`config.mk`:
```
export PLATFORM = sky130hd
export DESIGN_NAME = chronic_idle_fault_detector_flat
export DESIGN_NICKNAME = d
export VERILOG_FILES = /design/src/cifd_pkg.sv /design/src/cifd_if.sv /design/src/cifd_divider.sv /design/src/cifd_core.sv /design/src/chronic_idle_fault_detector.sv /design/src/flat_wrapper.sv
export SDC_FILE = /design/constraint.sdc
export NUM_CORES = 1
export LEC_CHECK = 0
export BUFFER_PORTS_ARGS = -buffer_cell sky130_fd_sc_hd__buf_2
export CORE_MARGIN = 8
export CORE_UTILIZATION = 40
export CTS_CLUSTER_DIAMETER = 120
export DETAILED_ROUTE_END_ITERATION = 12
export PLACE_DENSITY = 0.67
export SLEW_MARGIN = 20
export SYNTH_ARGS = -nofsm -noshare
export SYNTH_HDL_FRONTEND = slang
export SYNTH_HIERARCHICAL = 1
export SYNTH_SLANG_ARGS = --single-unit
```
`constraint.sdc`:
```
create_clock -name clk_i -period 6.9 [get_ports clk_i]
set_clock_uncertainty 0.2 [all_clocks]
set_input_delay 0.69 -clock clk_i [delete_from_list [all_inputs] [get_ports clk_i]]
set_output_delay 0.69 -clock clk_i [all_outputs]
set_load 0.05 [all_outputs]
```
`src/cifd_pkg.sv`:
```
`timescale 1ns / 1ps

package cifd_pkg;

  // Field widths fixed by the item format
  localparam int unsigned CountW    = 16;
  localparam int unsigned DecayW    = 8;
  localparam int unsigned RawW      = 16;
  localparam int unsigned HistOutW  = 8;
  localparam int unsigned CfgIdxW   = 8;
  localparam int unsigned CfgDataW  = 16;
  localparam int unsigned DivisorW  = DecayW + 1;

  // Register indexes of the configuration port
  localparam logic [CfgIdxW-1:0] REG_PASS_REQUIRED = 8'd0;
  localparam logic [CfgIdxW-1:0] REG_DECAY_LEVEL   = 8'd1;
  localparam logic [CfgIdxW-1:0] REG_TEMP_THRESH   = 8'd2;
  localparam logic [CfgIdxW-1:0] REG_VOLT_THRESH   = 8'd3;

  // Register reset values
  localparam logic [CountW-1:0]     PASS_REQUIRED_RST = 16'd1000;
  localparam logic [DecayW-1:0]     DECAY_LEVEL_RST   = 8'd0;
  localparam logic signed [RawW-1:0] TEMP_THRESH_RST  = 16'sd6400;
  localparam logic signed [RawW-1:0] VOLT_THRESH_RST  = 16'sd0;

  // Check interval after reset: 1000 / (0 + 1)
  localparam logic [CountW-1:0]     INTERVAL_RST      = 16'd1000;

  // Settings handed from the register file to the datapath
  typedef struct packed {
    logic [CountW-1:0]      interval;
    logic signed [RawW-1:0] temp_thresh;
    logic signed [RawW-1:0] volt_thresh;
  } cfg_t;

endpackage

```
`src/cifd_if.sv`:
```
`timescale 1ns / 1ps

// One main-loop pass with its monitor readings
interface cifd_in_if;
  logic                                valid;
  logic                                ready;
  logic                                charger_idle;
  logic signed [cifd_pkg::RawW-1:0]    temp_raw;
  logic                                temp_read_failed;
  logic signed [cifd_pkg::RawW-1:0]    volt_raw;
  logic                                volt_read_failed;

  modport source (
    output valid, charger_idle, temp_raw, temp_read_failed, volt_raw, volt_read_failed,
    input  ready
  );
  modport sink (
    input  valid, charger_idle, temp_raw, temp_read_failed, volt_raw, volt_read_failed,
    output ready
  );
endinterface

// Per-pass verdict
interface cifd_out_if;
  logic                                valid;
  logic                                ready;
  logic                                restart_charger;
  logic                                read_error;
  logic                                safety_fault;
  logic [cifd_pkg::HistOutW-1:0]       idle_history_out;

  modport source (
    output valid, restart_charger, read_error, safety_fault, idle_history_out,
    input  ready
  );
  modport sink (
    input  valid, restart_charger, read_error, safety_fault, idle_history_out,
    output ready
  );
endinterface

// Register write channel
interface cifd_cfg_if;
  logic                                valid;
  logic                                ready;
  logic [cifd_pkg::CfgIdxW-1:0]        index;
  logic [cifd_pkg::CfgDataW-1:0]       data;

  modport source (
    output valid, index, data,
    input  ready
  );
  modport sink (
    input  valid, index, data,
    output ready
  );
endinterface

```
`src/cifd_divider.sv`:
```
`timescale 1ns / 1ps

// Restoring divider, one quotient bit per cycle
module cifd_divider (
  input  logic                              clk_i,
  input  logic                              rst_ni,
  input  logic                              start_i,
  input  logic [cifd_pkg::CountW-1:0]       dividend_i,
  input  logic [cifd_pkg::DivisorW-1:0]     divisor_i,
  output logic                              busy_o,
  output logic                              done_o,
  output logic [cifd_pkg::CountW-1:0]       quotient_o
);

  localparam int unsigned CntW = $clog2(cifd_pkg::CountW);
  localparam int unsigned RemW = cifd_pkg::DivisorW - 1;

  logic                              busy_q;
  logic [CntW-1:0]                   cnt_q;
  logic [cifd_pkg::CountW-1:0]       dvd_q;
  logic [RemW-1:0]                   rem_q;
  logic [cifd_pkg::DivisorW-1:0]     dvs_q;
  logic [cifd_pkg::DivisorW-1:0]     trial;
  logic [cifd_pkg::DivisorW-1:0]     diff;
  logic                              fits;

  // Trial subtract of the shifted partial remainder
  always_comb begin
    trial = {rem_q, dvd_q[cifd_pkg::CountW-1]};
    fits  = trial >= dvs_q;
    diff  = trial - dvs_q;
  end

  // Control state
  always_ff @(posedge clk_i or negedge rst_ni) begin
    if (!rst_ni) begin
      busy_q <= 1'b0;
      cnt_q  <= '0;
    end else if (start_i) begin
      busy_q <= 1'b1;
      cnt_q  <= CntW'(cifd_pkg::CountW - 1);
    end else if (busy_q) begin
      cnt_q <= cnt_q - 1'b1;
      if (cnt_q == '0) begin
        busy_q <= 1'b0;
      end
    end
  end

  // Datapath: shift quotient bits in as dividend bits leave
  always_ff @(posedge clk_i) begin
    if (start_i) begin
      dvd_q <= dividend_i;
      rem_q <= '0;
      dvs_q <= divisor_i;
    end else if (busy_q) begin
      dvd_q <= {dvd_q[cifd_pkg::CountW-2:0], fits};
      rem_q <= fits ? diff[RemW-1:0] : trial[RemW-1:0];
    end
  end

  assign busy_o     = busy_q;
  assign done_o     = busy_q && (cnt_q == '0);
  assign quotient_o = {dvd_q[cifd_pkg::CountW-2:0], fits};

  // The last step always ends the run
  assert property (@(posedge clk_i) disable iff (!rst_ni)
    done_o && !start_i |=> !busy_q)
    else $error("divider still busy after its last step");

endmodule

```
`src/cifd_core.sv`:
```
`timescale 1ns / 1ps

// Input register, per-pass decision logic and result register
module cifd_core #(
  parameter int unsigned HistBits = 8
) (
  input  logic              clk_i,
  input  logic              rst_ni,
  input  logic              accept_en_i,
  input  cifd_pkg::cfg_t    cfg_i,
  cifd_in_if.sink           in_i,
  cifd_out_if.source        out_o
);

  // Input register
  logic                                in_vld_q;
  logic                                idle_q;
  logic signed [cifd_pkg::RawW-1:0]    temp_q;
  logic                                temp_fail_q;
  logic signed [cifd_pkg::RawW-1:0]    volt_q;
  logic                                volt_fail_q;

  // Loop state
  logic [cifd_pkg::CountW-1:0]         pass_cnt_q;
  logic [HistBits-1:0]                 hist_q;
  logic                                restarted_q;

  // Result register
  logic                                out_vld_q;
  logic                                restart_q;
  logic                                rerr_q;
  logic                                fault_q;
  logic [cifd_pkg::HistOutW-1:0]       hist_out_q;

  logic                                advance;
  logic                                in_xfer;
  logic                                out_xfer;
  logic                                checked;
  logic [HistBits-1:0]                 hist_shift;
  logic [HistBits-1:0]                 hist_d;
  logic [cifd_pkg::CountW-1:0]         pass_cnt_d;
  logic                                restarted_d;
  logic                                restart_d;
  logic                                rerr_d;
  logic                                fault_d;
  logic [cifd_pkg::HistOutW-1:0]       hist_view;

  // Handshakes
  assign advance   = in_vld_q && (!out_vld_q || out_o.ready);
  assign in_i.ready = accept_en_i && (!in_vld_q || advance);
  assign in_xfer   = in_i.valid && in_i.ready;
  assign out_xfer  = out_o.valid && out_o.ready;

  // Decide one pass
  always_comb begin
    checked     = pass_cnt_q > cfg_i.interval;
    hist_shift  = {hist_q[HistBits-2:0], 1'b1};
    hist_d      = hist_q;
    pass_cnt_d  = pass_cnt_q + 1'b1;
    restarted_d = restarted_q;
    restart_d   = 1'b0;
    rerr_d      = 1'b0;
    fault_d     = 1'b0;
    if (checked) begin
      pass_cnt_d = '0;
      if (idle_q) begin
        hist_d = hist_shift;
        if (&hist_shift) begin
          if (!restarted_q) begin
            priority if (temp_fail_q || volt_fail_q) begin
              rerr_d = 1'b1;
            end else if (temp_q >= cfg_i.temp_thresh && volt_q >= cfg_i.volt_thresh) begin
              restart_d   = 1'b1;
              restarted_d = 1'b1;
            end else begin
              // readings below threshold: no request
              restart_d = 1'b0;
            end
          end else begin
            fault_d = 1'b1;
          end
        end
      end else begin
        hist_d      = '0;
        restarted_d = 1'b0;
      end
    end
  end

  // Low bits of the history as reported, zero above a short history
  for (genvar g = 0; g < int'(cifd_pkg::HistOutW); g++) begin : g_view
    if (g < int'(HistBits)) begin : g_bit
      assign hist_view[g] = hist_d[g];
    end else begin : g_pad
      assign hist_view[g] = 1'b0;
    end
  end

  // Control state
  always_ff @(posedge clk_i or negedge rst_ni) begin
    if (!rst_ni) begin
      in_vld_q    <= 1'b0;
      out_vld_q   <= 1'b0;
      pass_cnt_q  <= '0;
      hist_q      <= '0;
      restarted_q <= 1'b0;
    end else begin
      if (in_xfer) begin
        in_vld_q <= 1'b1;
      end else if (advance) begin
        in_vld_q <= 1'b0;
      end
      if (advance) begin
        out_vld_q   <= 1'b1;
        pass_cnt_q  <= pass_cnt_d;
        hist_q      <= hist_d;
        restarted_q <= restarted_d;
      end else if (out_xfer) begin
        out_vld_q <= 1'b0;
      end
    end
  end

  // Payload registers
  always_ff @(posedge clk_i) begin
    if (in_xfer) begin
      idle_q      <= in_i.charger_idle;
      temp_q      <= in_i.temp_raw;
      temp_fail_q <= in_i.temp_read_failed;
      volt_q      <= in_i.volt_raw;
      volt_fail_q <= in_i.volt_read_failed;
    end
    if (advance) begin
      restart_q  <= restart_d;
      rerr_q     <= rerr_d;
      fault_q    <= fault_d;
      hist_out_q <= hist_view;
    end
  end

  assign out_o.valid            = out_vld_q;
  assign out_o.restart_charger  = restart_q;
  assign out_o.read_error       = rerr_q;
  assign out_o.safety_fault     = fault_q;
  assign out_o.idle_history_out = hist_out_q;

  // At most one flag per verdict
  assert property (@(posedge clk_i) disable iff (!rst_ni)
    out_vld_q |-> $countones({restart_q, rerr_q, fault_q}) <= 1)
    else $error("more than one verdict flag set");

  // A restart request always leaves the restarted mark behind
  assert property (@(posedge clk_i) disable iff (!rst_ni)
    advance && restart_d |=> restarted_q)
    else $error("restart issued without marking it");

  // The restarted mark only changes when a pass is processed
  assert property (@(posedge clk_i) disable iff (!rst_ni)
    !advance |=> $stable(restarted_q) && $stable(hist_q))
    else $error("loop state moved without a pass");

endmodule

```
`src/chronic_idle_fault_detector.sv`:
```
`timescale 1ns / 1ps

// Channel  Dir  Modport  Payload
// in_i     in   sink     charger_idle, temp_raw, temp_read_failed, volt_raw, volt_read_failed
// out_o    out  source   restart_charger, read_error, safety_fault, idle_history_out
// cfg_i    in   sink     index (register number), data
//
// A pass is taken into an input register and decided combinationally into the result
// register; a new pass is taken every cycle while out_o is not stalled and no recompute runs.
// A write to pass_required or the decay level recomputes the check interval in a
// bit-serial divider: in_i.ready is low while that recompute is pending or running.
// Reset clears the pass count, the idle history and the restarted mark.
// A stalled out_o holds its result while one more pass waits in the input register.
module chronic_idle_fault_detector #(
  parameter int unsigned HistBits = 8
) (
  input  logic         clk_i,
  input  logic         rst_ni,
  cifd_in_if.sink      in_i,
  cifd_out_if.source   out_o,
  cifd_cfg_if.sink     cfg_i
);

  logic [cifd_pkg::CountW-1:0]        pass_req_q;
  logic [cifd_pkg::DecayW-1:0]        decay_q;
  logic signed [cifd_pkg::RawW-1:0]   temp_thr_q;
  logic signed [cifd_pkg::RawW-1:0]   volt_thr_q;
  logic [cifd_pkg::CountW-1:0]        interval_q;
  logic                               div_start_q;
  logic                               cfg_xfer;
  logic                               div_busy;
  logic                               div_done;
  logic [cifd_pkg::CountW-1:0]        quotient;
  logic [cifd_pkg::DivisorW-1:0]      divisor;
  cifd_pkg::cfg_t                     cfg;

  assign cfg_i.ready = 1'b1;
  assign cfg_xfer    = cfg_i.valid && cfg_i.ready;
  assign divisor     = {1'b0, decay_q} + 1'b1;

  // Register file and interval recompute trigger
  always_ff @(posedge clk_i or negedge rst_ni) begin
    if (!rst_ni) begin
      pass_req_q  <= cifd_pkg::PASS_REQUIRED_RST;
      decay_q     <= cifd_pkg::DECAY_LEVEL_RST;
      temp_thr_q  <= cifd_pkg::TEMP_THRESH_RST;
      volt_thr_q  <= cifd_pkg::VOLT_THRESH_RST;
      div_start_q <= 1'b0;
    end else begin
      div_start_q <= 1'b0;
      if (cfg_xfer) begin
        unique case (cfg_i.index)
          cifd_pkg::REG_PASS_REQUIRED: begin
            pass_req_q  <= cfg_i.data;
            div_start_q <= 1'b1;
          end
          cifd_pkg::REG_DECAY_LEVEL: begin
            decay_q     <= cfg_i.data[cifd_pkg::DecayW-1:0];
            div_start_q <= 1'b1;
          end
          cifd_pkg::REG_TEMP_THRESH: temp_thr_q <= cfg_i.data;
          cifd_pkg::REG_VOLT_THRESH: volt_thr_q <= cfg_i.data;
          default: ;
        endcase
      end
    end
  end

  // Latch the new interval when the divider finishes
  always_ff @(posedge clk_i or negedge rst_ni) begin
    if (!rst_ni) begin
      interval_q <= cifd_pkg::INTERVAL_RST;
    end else if (div_done) begin
      interval_q <= quotient;
    end
  end

  cifd_divider u_div (
    .clk_i      (clk_i),
    .rst_ni     (rst_ni),
    .start_i    (div_start_q),
    .dividend_i (pass_req_q),
    .divisor_i  (divisor),
    .busy_o     (div_busy),
    .done_o     (div_done),
    .quotient_o (quotient)
  );

  assign cfg.interval    = interval_q;
  assign cfg.temp_thresh = temp_thr_q;
  assign cfg.volt_thresh = volt_thr_q;

  cifd_core #(
    .HistBits (HistBits)
  ) u_core (
    .clk_i       (clk_i),
    .rst_ni      (rst_ni),
    .accept_en_i (!(div_start_q || div_busy)),
    .cfg_i       (cfg),
    .in_i        (in_i),
    .out_o       (out_o)
  );

  // No pass is taken while the interval is being recomputed
  assert property (@(posedge clk_i) disable iff (!rst_ni)
    (div_start_q || div_busy) |-> !in_i.ready)
    else $error("pass accepted during interval recompute");

  // The start pulse after a write to pass_required or the decay level always sets the divider busy on the next cycle
  assert property (@(posedge clk_i) disable iff (!rst_ni)
    div_start_q |=> div_busy)
    else $error("interval recompute did not start");

endmodule
```
`src/flat_wrapper.sv`:
```
// flat-port wrapper written by rule: the top's interface ports become plain ports
module chronic_idle_fault_detector_flat 
#(
  parameter int unsigned HistBits = 8
)
  (clk_i, rst_ni, in_i_valid, in_i_charger_idle, in_i_temp_raw, in_i_temp_read_failed, in_i_volt_raw, in_i_volt_read_failed, in_i_ready, out_o_valid, out_o_restart_charger, out_o_read_error, out_o_safety_fault, out_o_idle_history_out, out_o_ready, cfg_i_valid, cfg_i_index, cfg_i_data, cfg_i_ready);
  cifd_in_if in_i_i ();
  cifd_out_if out_o_i ();
  cifd_cfg_if cfg_i_i ();
  input  logic clk_i;
  input  logic rst_ni;
  input wire logic [$bits(in_i_i.valid)-1:0] in_i_valid;
  input wire logic [$bits(in_i_i.charger_idle)-1:0] in_i_charger_idle;
  input wire logic [$bits(in_i_i.temp_raw)-1:0] in_i_temp_raw;
  input wire logic [$bits(in_i_i.temp_read_failed)-1:0] in_i_temp_read_failed;
  input wire logic [$bits(in_i_i.volt_raw)-1:0] in_i_volt_raw;
  input wire logic [$bits(in_i_i.volt_read_failed)-1:0] in_i_volt_read_failed;
  output wire logic [$bits(in_i_i.ready)-1:0] in_i_ready;
  output wire logic [$bits(out_o_i.valid)-1:0] out_o_valid;
  output wire logic [$bits(out_o_i.restart_charger)-1:0] out_o_restart_charger;
  output wire logic [$bits(out_o_i.read_error)-1:0] out_o_read_error;
  output wire logic [$bits(out_o_i.safety_fault)-1:0] out_o_safety_fault;
  output wire logic [$bits(out_o_i.idle_history_out)-1:0] out_o_idle_history_out;
  input wire logic [$bits(out_o_i.ready)-1:0] out_o_ready;
  input wire logic [$bits(cfg_i_i.valid)-1:0] cfg_i_valid;
  input wire logic [$bits(cfg_i_i.index)-1:0] cfg_i_index;
  input wire logic [$bits(cfg_i_i.data)-1:0] cfg_i_data;
  output wire logic [$bits(cfg_i_i.ready)-1:0] cfg_i_ready;
  assign in_i_i.valid = in_i_valid;
  assign in_i_i.charger_idle = in_i_charger_idle;
  assign in_i_i.temp_raw = in_i_temp_raw;
  assign in_i_i.temp_read_failed = in_i_temp_read_failed;
  assign in_i_i.volt_raw = in_i_volt_raw;
  assign in_i_i.volt_read_failed = in_i_volt_read_failed;
  assign in_i_ready = in_i_i.ready;
  assign out_o_valid = out_o_i.valid;
  assign out_o_restart_charger = out_o_i.restart_charger;
  assign out_o_read_error = out_o_i.read_error;
  assign out_o_safety_fault = out_o_i.safety_fault;
  assign out_o_idle_history_out = out_o_i.idle_history_out;
  assign out_o_i.ready = out_o_ready;
  assign cfg_i_i.valid = cfg_i_valid;
  assign cfg_i_i.index = cfg_i_index;
  assign cfg_i_i.data = cfg_i_data;
  assign cfg_i_ready = cfg_i_i.ready;
  chronic_idle_fault_detector #(.HistBits(HistBits)) u_core (.clk_i(clk_i), .rst_ni(rst_ni), .in_i(in_i_i), .out_o(out_o_i), .cfg_i(cfg_i_i));
endmodule
```
==> qor.yml <==
run_status:
  status: "finished, final reports clean"
logic_synthesis:
  synth_top_cell_by_area: "dfrtp_1"
  synthTopCellsByArea: "dfrtp_1, edfxtp_1, mux2_2"
  synth-seq-cells: 184
  synth.net_count: 861
  synth_top_area_frac: 0.2441
  synth_edf_count: 71
  ys.flop_type: "dfrtp_1"
  synthArstFlopShare: 0.5707
  yosys.cell_types.count: 74
  syn-cell-area_um2: 9228
  seq_area_frac_synth: 0.5352
  ys_warn_count: 6
  syn_inst: 736
  syn_avg_cell_area_um2: 12.54
worst_setup_path:
  worstPathCellList: "nor2_1 -> a21boi_0 -> buf_2"
  worstPathArrival_ns: 1.96
  crit_slowest_cell: "dfrtp_1"
  start_kind: "flip-flop"
  r2r-start: "u_core/u_core/pass_cnt_q[14]"
  crit_buf_inv: 1
  critPathKind: "flip-flop to output port"
  cpLargestDelayFamily: "flip-flops"
  crit_required_ns: 6.01
  cp_max_fo: 21
  cp-startpoint: "u_core/u_div/busy_o"
  max_stage_delay_ns: 0.61
  endpoint_kind: "output port"
sta:
  worst_slew_pin_slew_ns: 0.9737
  fin_tns_setup_ns: 0
  rsz0062_at_grt: "no"
  period_minus_slack_ns: 2.846
  hold_viol: 0
  slew_headroom: 0.3509
  finalSetupViolCount: 0
  timing.final.crit_share: 0.4125
  fmax_mhz: 351.4
  setup_ws_ns: 4.054
  slew_viol_final: 0
final_layout:
  final_nets: 926
  synthToLayoutAreaGrowth_pct: 11.73
  drive_gt1_frac: 0.2973
  finalNonFillerCells: 1099
  antenna_cells: 0
  final_area_um2: 10310
  nFillCells: 2001
floorplanning:
  io_pins: 78
  design.core.area_um2: 22640
  start_util: 0.4076
  die_w_um: 167.9
  rows: 55
  die_h_um: 167.9
  design.die.area_um2: 28190
grt:
  grt_overflow: 0
  first_global_vias: 5738
  antenna_found_initial: 0
  grt_pass1_wl_mm: 29.13
  grt_max_degree: 82
  track_usage: 0.1279
drt:
  drtIter0Drc: 383
  dr_total_vias: 5655
  first_pass_iters: 5
  ant_nets: 0
  drc: 0
  drt-wirelength-per-cell_um: 16.16
  routed_wl_mm: 17.76
  via_per_inst: 5.146
cts:
  clkLatencyLatePin_ns: 0.43
  max-clock-path-buffers: 2
  cts_root_buf: "clkbuf_16"
  cts_tree: "built"
  cts_resized: 0
  htreeDepth: 4
  cts.clk_slew.worst_paths_ns: 0.07
  cts_sinks: 184
  numCtsBuffers: 17
job:
  cap_violations: 0
placement:
  place_area_um2: 9734
  place_inst: 1066
  place_congestion: 0.8543
  place_ws_ns: 3.912
  io_buffer_count: 76
  dpl.hpwl_mm: 12.81
power_and_ir_drop:
  p_per_area_nw_per_um2: 299.2
  leakage_nw: 4.577
  ir_drop_uv: 161.0
  fin_total_pwr_mw: 3.085
worst_hold_path:
  holdCritStartpoint: "in_i_volt_raw[2]"
  min_path_type: "primary input to flip-flop"
metrics by stage:
stage	hold slack, ns	utilization
global placement	0.2879	0.4300
CTS	0.2078	0.4552
detailed placement	0.2927	0.4300
finish	0.2246	0.4554
global route	0.2073	0.4554
floorplan	0.1944	-
cell usage in the layout, fill, tap and decap left out, drive strengths merged, types with 5 or more instances in the layout:
master / n
mux2: 103
dfrtp: 90
buf: 81
edfxtp: 71
inv: 71
ha: 60
nor2: 34
nand2: 34
nand3: 23
a21oi: 23
o21ai: 22
clkbuf: 19
dfstp: 15
and3: 15
xor2: 12
xnor2: 11
nand4: 11
and2: 10
nor2b: 8
dfxtp: 8
nor3: 8
clkinv: 7
a21o: 6
nand2b: 6
a311oi: 5
worst register-to-register path, stage by stage, from the launching register on:
cell and delay [ns]:
dfrtp_1 0.41, ha_1 0.33, nand4_2 0.19, nor4_4 0.35, a21boi_2 0.27, o31a_2 0.54, mux2_2 0.40
cell usage after synthesis (all sizes together) (2+ instances only):
cell type	instances
o31a	3
nand3	23
nor2b	8
o31ai	3
dfrtp	90
and4	2
o211ai	3
a21o	6
a311oi	5
edfxtp	71
nor4b	2
a211oi	2
o21ai	22
a2111o	3
and2	10
buf	31
a21oi	23
o22ai	2
nand4	11
clkbuf	5
nand2b	6
a21boi	2
a211o	2
a31oi	3
ha	60
and3	15
a41oi	3
or2	2
nor3b	2
dfxtp	8
nor3	8
and2b	2
nor4	3
mux2	103
nor2	34
a311o	2
xnor2	11
or3	2
xor2	12
dfstp	15
inv	69
nand2	34
report_power, final:
group          internal, mW  switching [mW]  leakage, nW
sequential             1.29          0.0945         2.12
combinational         0.329           0.433         2.19
clock                 0.531           0.408        0.268
worst paths after layout:
| path | to | slack, ns | depth (start not counted) |
|---|---|---|---|
| setup reg to reg | u_core/u_core/hist_q[7] | 4.11 | 6 |
| max in group asynchronous | u_core/u_div/cnt_q[0] | 4.92 | 3 |
| setup / recovery | in_i_ready | 4.05 | 3 |
| hold / removal | u_core/u_core/volt_q[2] | 0.22 | 1 |
| min in group asynchronous | u_core/volt_thr_q[1] | 0.50 | 2 |
| hold reg to reg | u_core/pass_req_q[11] | 0.30 | 1 |
repair_timing:
| action | CTS | global route |
|---|---|---|
| endpoints found under the hold margin | 23 | 0 |
| buffers inserted | 0 | 0 |
| hold buffers | 1 | 0 |
final cells by class:
| type | count | area (um2) | area share |
|---|---|---|---|
| Sequential cell | 184 | 4938 | 0.4790 |
| Timing Repair Buffer | 82 | 434.2 | 0.04211 |
| Clock buffer | 19 | 432.9 | 0.04199 |
| Multi-Input combinational cell | 446 | 3756 | 0.3643 |
| Inverter | 70 | 262.8 | 0.02549 |
| Tap cell | 285 | 356.6 | 0.03459 |
| Clock inverter | 13 | 128.9 | 0.01250 |
registers in the layout, summed over array words and instances (netlist names), 9 cells and up:
register / cells
u_core/volt_thr_q: 16
u_core/u_div/dvs_q: 9
u_core/u_core/pass_cnt_q: 16
u_core/interval_q: 16
u_core/u_core/volt_q: 16
u_core/temp_thr_q: 16
u_core/u_core/temp_q: 16
u_core/u_div/dvd_q: 16
u_core/pass_req_q: 16
layer usage:
metal  global-route usage  up-vias  wire length (um)
li1                     -     2739                 -
met5                    0        -                 0
met1               0.1585     2808              7977
met4              0.04387        0               234
met2               0.2163       92              8965
met3              0.02947       16               578
logic make-up (layout without fill, tap and decap cells):
logic type,after synthesis,in the layout,synth area share
compound gates,89,89,0.06549
xor+xnor,23,23,0.02183
simple gates,168,168,0.1017
fa+ha+maj,61,61,0.08353
other cells,1,1,0.0004064
buf+inv,106,184,0.05776
mux,104,104,0.1341
flops,184,184,0.5352
Note: power is estimated with default switching activity, not from simulation.
